--- src/sv/she_pkg.sv ---
// ----------------------------------------------------------------------------
// she_pkg
// Shared widths, types and operation codes for the sample histogram engine.
// ----------------------------------------------------------------------------
package she_pkg;

    // Depth of the bin count store
    localparam int BIN_DEPTH = 8192;
    localparam int ADDR_W    = $clog2(BIN_DEPTH);
    // Wide enough to hold the effective bin count, up to BIN_DEPTH itself
    localparam int NEFF_W    = $clog2(BIN_DEPTH + 1);

    // Fixed field widths
    localparam int NBINS_W   = 13;
    localparam int BIN_W     = 13;
    localparam int SAMPLE_W  = 16;
    localparam int CNT_W     = 16;
    localparam int OP_W      = 2;

    localparam logic [NBINS_W-1:0] NBINS_RESET = NBINS_W'(4096);
    localparam logic [CNT_W-1:0]   CNT_MAX     = {CNT_W{1'b1}};

    typedef enum logic [OP_W-1:0] {
        OP_ACCUMULATE = 2'd0,
        OP_READ       = 2'd1,
        OP_CLEAR      = 2'd2
    } op_t;

    // One access to the count store
    typedef struct packed {
        logic              we;
        logic              re;
        logic [ADDR_W-1:0] addr;
        logic [CNT_W-1:0]  wdata;
    } ram_req_t;

endpackage

--- src/sv/she_bin_map.sv ---
// ----------------------------------------------------------------------------
// she_bin_map
// Maps a signed sample to its bin: registered product n*(s+32768), then
// take the upper bits and clamp to n-1.
// ----------------------------------------------------------------------------
module she_bin_map (
    input  logic                               clk,
    input  logic                               load,
    input  logic signed [she_pkg::SAMPLE_W-1:0] sample,
    input  logic [she_pkg::NEFF_W-1:0]         n_eff,
    output logic [she_pkg::ADDR_W-1:0]         bin
);

    localparam int PROD_W = she_pkg::NEFF_W + she_pkg::SAMPLE_W;

    logic [PROD_W-1:0]               prod_reg;
    logic [she_pkg::SAMPLE_W-1:0]    offset;
    logic [she_pkg::NEFF_W-1:0]      raw_bin;

    // Flip the sign bit: s + 32768 as unsigned
    assign offset = {~sample[she_pkg::SAMPLE_W-1], sample[she_pkg::SAMPLE_W-2:0]};

    always_ff @(posedge clk)
    begin
        if (load)
        begin
            prod_reg <= PROD_W'(n_eff) * PROD_W'(offset);
        end
    end

    assign raw_bin = prod_reg[PROD_W-1:she_pkg::SAMPLE_W];

    always_comb
    begin
        if (raw_bin >= n_eff)
        begin
            bin = she_pkg::ADDR_W'(n_eff - she_pkg::NEFF_W'(1));
        end
        else
        begin
            bin = she_pkg::ADDR_W'(raw_bin);
        end
    end

endmodule

--- config.mk ---
export PLATFORM = sky130hd
export DESIGN_NAME = she_bin_map
export DESIGN_NICKNAME = d
export VERILOG_FILES = /design/src/sv/she_pkg.sv /design/src/sv/she_bin_map.sv
export SDC_FILE = /design/constraint.sdc
export NUM_CORES = 1
export LEC_CHECK = 0
export BUFFER_PORTS_ARGS = -buffer_cell sky130_fd_sc_hd__buf_2
export CAP_MARGIN = 20
export CORE_UTILIZATION = 54
export DETAILED_ROUTE_END_ITERATION = 6
export MAX_ROUTING_LAYER = met4
export PLACE_DENSITY = 0.74
export SLEW_MARGIN = 20
export SYNTH_ARGS = -nofsm -noshare
export SYNTH_HDL_FRONTEND = slang
export SYNTH_SLANG_ARGS = --single-unit
--- constraint.sdc ---
create_clock -name clk -period 6.5 [get_ports clk]
set_clock_uncertainty 0.2 [all_clocks]
set_input_delay 0.975 -clock clk [delete_from_list [all_inputs] [get_ports clk]]
set_output_delay 0.975 -clock clk [all_outputs]
set_load 0.01 [all_outputs]
==> impl_results.md, run 1 <==
* Status: complete, no violations
* Average wire per standard cell at 16.25 um
* Pins over their slew limit at 0
* CTS Buf Count at 3
* Synth Net Count at 1264
* Crit share post-route at 97.42%
* Slew headroom at 49.68%
* Max-cap violations at 0
* Layout Nets at 1332
* Initial Utilization at 55.55%
* Setup CP Type: in2reg
* Worst Hold Class: in2reg
* CTS Root Cell: clkbuf_16
* RSZ-0062 raised after global routing: yes
* Grt total ovfl at 0
* Placement Rows at 45
* Detailed Routing Iterations Pass 1 at 5
* Avg Cell Area, Syn at 8.820 um^2
* H-tree levels at 1
* Gpl congestion at 0.9049
* Worst-margin pin slew at 754.8 ps
* Area leader, netlist: fa_1
* Fill cells at 1286
* Initial antenna violation count at 1
* First-pass GRT wire length at 34.45 mm
* # IOs at 45
* Primary FF master, synth: edfxtp_1
* Port bufs at 44
* Chip Width at 127.3 um
* Hold Worst Slack at 948.9 ps
* Part of the Yosys area used for sequential elements at 4.960%
* Share of the synthesized area in the top cell type at 38.74%
* CTS tree: done
* Core area at 15260 um^2
* Crit path max fanout at 9
* Final setup fails at 0
* Cell Chain, Critical Path: buf_2 -> buf_4 -> and2_1 -> fa_1 -> inv_1 -> fa_1 -> inv_1 -> fa_1 -> fa_1 -> fa_1 -> fa_1 -> ha_1 -> and3_4 -> o211ai_1 -> or4_4 -> and2_4 -> a311oi_2
* Layout area overhead at 11.72%
* Largest net degree at the start of global routing at 20
* CTS Hold Buffers Added at 0
* Worst-path clk slew at 50 ps
* Crit path time final at 6332 ps
* Vias post-DR at 6734
* Cell Area, Synth at 8476 um^2
* Sink Count at 14
* Maximum root-to-sink buffer count at 2
* Max Fclk at 157.9 MHz
* Most used cell, CP: fa_1
* Slowest stage cell, crit path: fa_1
* Chip height at 127.3 um
* Post-synthesis cell type count at 56
* Routed wire length at 20.15 mm
* Synth top area cells: fa_1 39%, ha_1 16%, inv_1 8.5%
* Yosys reg bits at 14
* Post-DP HPWL at 17.75 mm
* Synth warn at 0
* Most frequent cells after synthesis: 193 x inv_1, 164 x fa_1, 131 x nand2_1, 107 x ha_1, 98 x and2_1
* CP arrival at 6200 ps
* Max reg flops at 14
* Antenna-violating nets left at 0
* Post-DR vias/cell at 5.431
* Most numerous cell in the Yosys netlist: inv_1
* Share of layout cells above drive strength 1 at 14.59%
* Worst setup EP type: flop
* Vias in the first global route at 7084
* All-Layer GR Usage at 27.69%
* Die ar. at 16200 um^2
* CP peak stage delay at 590 ps
* DR DRC count at 0
* DRT iter0 DRCs at 424
* Crit path required time at 6370 ps
* Post-synth EDFFs at 14
* Gate Count Post-Synth at 961
* Nature of the critical path startpoint: primary input
* Final hold vios at 0
* Async set-reset flop share out of synthesis at 0%
==> logic make-up after synthesis <==
kind of cell / synth area share (%)
AOI/OAI and AO/OA: 7.352
adders and majority gates: 54.53
and+or+nand+nor: 18.50
xor gates and xnor gates: 2.170
DFF: 4.960
muxes: 1.816
buffers and inverters: 10.67
==> final cells by class <==
type	count	area, um^2	share of cell area, %
well taps	211	264.0	2.788
flip-flops and latches	14	420.4	4.440
diodes	1	2.502	0.02643
repair buffers	107	705.7	7.452
clock inverters	1	3.754	0.03964
clock buffers	3	75.07	0.7928
multi-input cells	710	7273	76.81
inverters	193	724.4	7.651
==> repair_timing <==
action / CTS / global route
setup endpoints to repair: 0 / 11
buffers inserted: 0 / 0
resized for setup: 0 / 20
==> layer usage <==
layer  vias to the layer above  routed length, um  track usage (%)
met1                      3373               8953            38.47
met5                         -                  0                -
met4                         0                204            3.641
met3                        25               1210            1.591
li1                       3119                  -                -
met2                       217               9783            46.22
==> layout by cell type (no fill, tap or decap), types with 5 or more instances in the layout <==
cell and instances:
ha_4 5, fa_1 164, and3_1 5, xnor2_1 17, a21o_1 8, a31oi_1 5
nand3_1 11, ha_1 102, nor3_1 5, mux2_2 11, buf_2 44, nand4_1 6
buf_4 62, and2_1 96, inv_1 191, o21ai_0 14, a21oi_1 25, o211ai_1 6
nand2b_1 11, nor2_1 26, nand2_1 129, edfxtp_1 14
==> worst paths after layout <==
check | startpoint | end | slack, ps | depth (start not counted)
setup / recovery | n_eff[2] | prod_reg[29] | 170 | 17
hold / removal | load | prod_reg[27] | 950 | 1
==> through the flow <==
stage	utilization [%]	cell area [um^2]	cells	TNS [ps]	setup slack, ps
after floorplan	-	8516	961	-26.60	-26.60
after global placement	60.89	9290	1235	-223.2	-60.35
after detailed placement	60.89	9290	1235	-1230	-219.2
after CTS	61.40	9369	1239	0	38.45
after global routing	62.06	9469	1240	-52.94	-26.57
final	62.06	9469	1240	0	167.6
==> critical path: cells and delay by family <==
family,cells,cell delay (ps)
AO/OA/AOI/OAI,2,310
AND/OR/NAND/NOR,4,1090
adder cells (fa/ha/maj),7,3400
buffers and inverters,4,440
Power of run 1 is left out: the tool's default activity adds up to more than one toggle a clock period on the data nets, which glitch-free logic cannot reach.
==> inputs of run 2 (changes only) <==
--- a/config.mk
+++ b/config.mk
@@ -7,10 +7,10 @@
 export LEC_CHECK = 0
 export BUFFER_PORTS_ARGS = -buffer_cell sky130_fd_sc_hd__buf_2
 export CAP_MARGIN = 20
-export CORE_UTILIZATION = 54
+export CORE_UTILIZATION = 48
 export DETAILED_ROUTE_END_ITERATION = 6
 export MAX_ROUTING_LAYER = met4
-export PLACE_DENSITY = 0.74
+export PLACE_DENSITY = 0.67
 export SLEW_MARGIN = 20
 export SYNTH_ARGS = -nofsm -noshare
 export SYNTH_HDL_FRONTEND = slang
==> impl_results.md, run 2 (synthesis gave the netlist of run 1 again) <==
* Grt total ovfl at 0 (unchanged)
* Gpl congestion at 0.9056 (about the same)
* Setup CP Type: in2reg
* Die ar. at 18190 um^2 (+12%)
* Worst-margin pin slew at 746.3 ps (-8.483 ps)
* Core area at 17300 um^2 (+13%)
* Crit path time final at 6300 ps (-32.52 ps)
* Worst Hold Class: in2reg
* CTS Buf Count at 3 (unchanged)
* Chip height at 134.9 um (+6.0%)
* Port bufs at 44 (unchanged)
* Multi-input gate area at 7256 um^2 (-0.24%)
* Post-Route Setup TNS at 0 ps (unchanged)
* Final cell count without fillers at 1261 (+1.7%)
* Crit path max fanout at 10 (+1)
* Sink Count at 14 (unchanged)
* First-pass GRT wire length at 33.83 mm (-1.8%)
* Most frequent cells in the layout: 192 x inv_1, 164 x fa_1, 130 x nand2_1, 103 x ha_1, 97 x and2_1
* CTS Root Cell: clkbuf_16
* Largest net degree at the start of global routing at 20 (unchanged)
* Final hold vios at 0 (unchanged)
* Vias post-DR at 6502 (-3.4%)
* # IOs at 45 (unchanged)
* H-tree levels at 1 (unchanged)
* Hold Worst Slack at 950.4 ps (+1.432 ps)
* Layout Nets at 1340 (+0.60%)
* Routed wire length at 19.67 mm (-2.4%)
* Max reg flops at 14 (unchanged)
* Nature of the critical path startpoint: primary input
* Antenna-violating nets left at 0 (unchanged)
* Critical Path Start: n_eff[6]
* Layout area overhead at 12.27%
* Area occupied by registers at 420.4 um^2 (unchanged)
* Core Util, Final at 55.01% (-7.0 points)
* Max-cap violations at 0 (unchanged)
* Post-DR vias/cell at 5.156 (-5.1%)
* Maximum root-to-sink buffer count at 2 (unchanged)
* Detailed Routing Iterations Pass 1 at 5 (unchanged)
* RSZ-0062 raised after global routing: no
* DRT iter0 DRCs at 341 (-20%)
* Average wire per standard cell at 15.60 um (-4.0%)
* Worst-path clk slew at 40 ps (about the same)
* Placement Rows at 48 (+6.7%)
* Chip Width at 134.9 um (+6.0%)
* Final setup fails at 0 (unchanged)
* CTS tree: done
* Placed insts at 1256 (+1.7%)
* Share of layout cells above drive strength 1 at 14.88% (+0.29 points)
* Crit share post-route at 96.92% (-0.50 points)
* Most common cell after layout, fill and taps aside: inv_1
* Slew headroom at 50.25% (+0.57 points)
* CTS Hold Buffers Added at 0 (unchanged)
* Fill cells at 1579 (+23%)
* Vias in the first global route at 6810 (-3.9%)
* Post-DP HPWL at 17.62 mm (-0.71%)
* Crit path required time at 6270 ps (-100 ps)
* Worst setup EP type: flop
* CP arrival at 6070 ps (-130 ps)
* Initial antenna violation count at 1 (unchanged)
* Pins over their slew limit at 0 (unchanged)
* Status: complete, no violations
* Setup crit end: prod_reg[29]
* Initial Utilization at 49.00% (-6.5 points)
* Max Fclk at 158.7 MHz (+0.52%)
* DR DRC count at 0 (unchanged)
* All-Layer GR Usage at 24.14% (-3.5 points)
## run 2: area by class of cell
type | count | area share [%]
diodes | 1 | 0.02630
repair buffers | 115 | 7.942
clock buffers | 3 | 0.7890
well taps | 225 | 2.959
inverters | 193 | 7.613
multi-input cells | 710 | 76.25
flip-flops and latches | 14 | 4.418
## run 2: what timing repair did
action / CTS / global route
setup endpoints to repair: 0 / 10
resized for setup: 0 / 15
setup buffers: 0 / 1
## run 2: worst min-delay path by stage
stage	start	end	slack, ps	cells past startpoint
6_report	load	prod_reg[26]	950	1
5_1_grt	load	prod_reg[26]	970	1
4_1_cts	load	prod_reg[27]	960	1
3_5_place_dp	load	prod_reg[26]	1210	1
3_3_place_gp	load	prod_reg[26]	1210	1
2_1_floorplan	load	prod_reg[16]	890	0
## run 2: per-layer routing
layer	global-route usage [%]	share of wire [%]	vias up
li1	-	-	3133
met5	-	0	-
met2	38.43	46	152
met1	35.02	48	3195
met3	1.276	4.6	22
met4	3.184	1.2	0
## run 2: critical path: stages
cell and delay [ps]:
buf_2 260, nand2_1 120, fa_1 550, fa_1 450
fa_1 540, inv_1 60, fa_1 490, fa_1 490
inv_1 70, fa_1 540, inv_1 50, ha_1 330
a21oi_1 200, o211ai_1 120, a311oi_1 380, or4_4 230
and2_4 140, a311oi_2 80
## run 2: through the flow
stage          area, um^2  setup WS, ps
3_3_place_gp         9348        -80.33
6_report             9515         200.1
5_1_grt              9515         3.170
2_1_floorplan        8516        -26.60
3_5_place_dp         9348        -130.9
4_1_cts              9423         105.8
Power of run 2 is left out for the same reason.
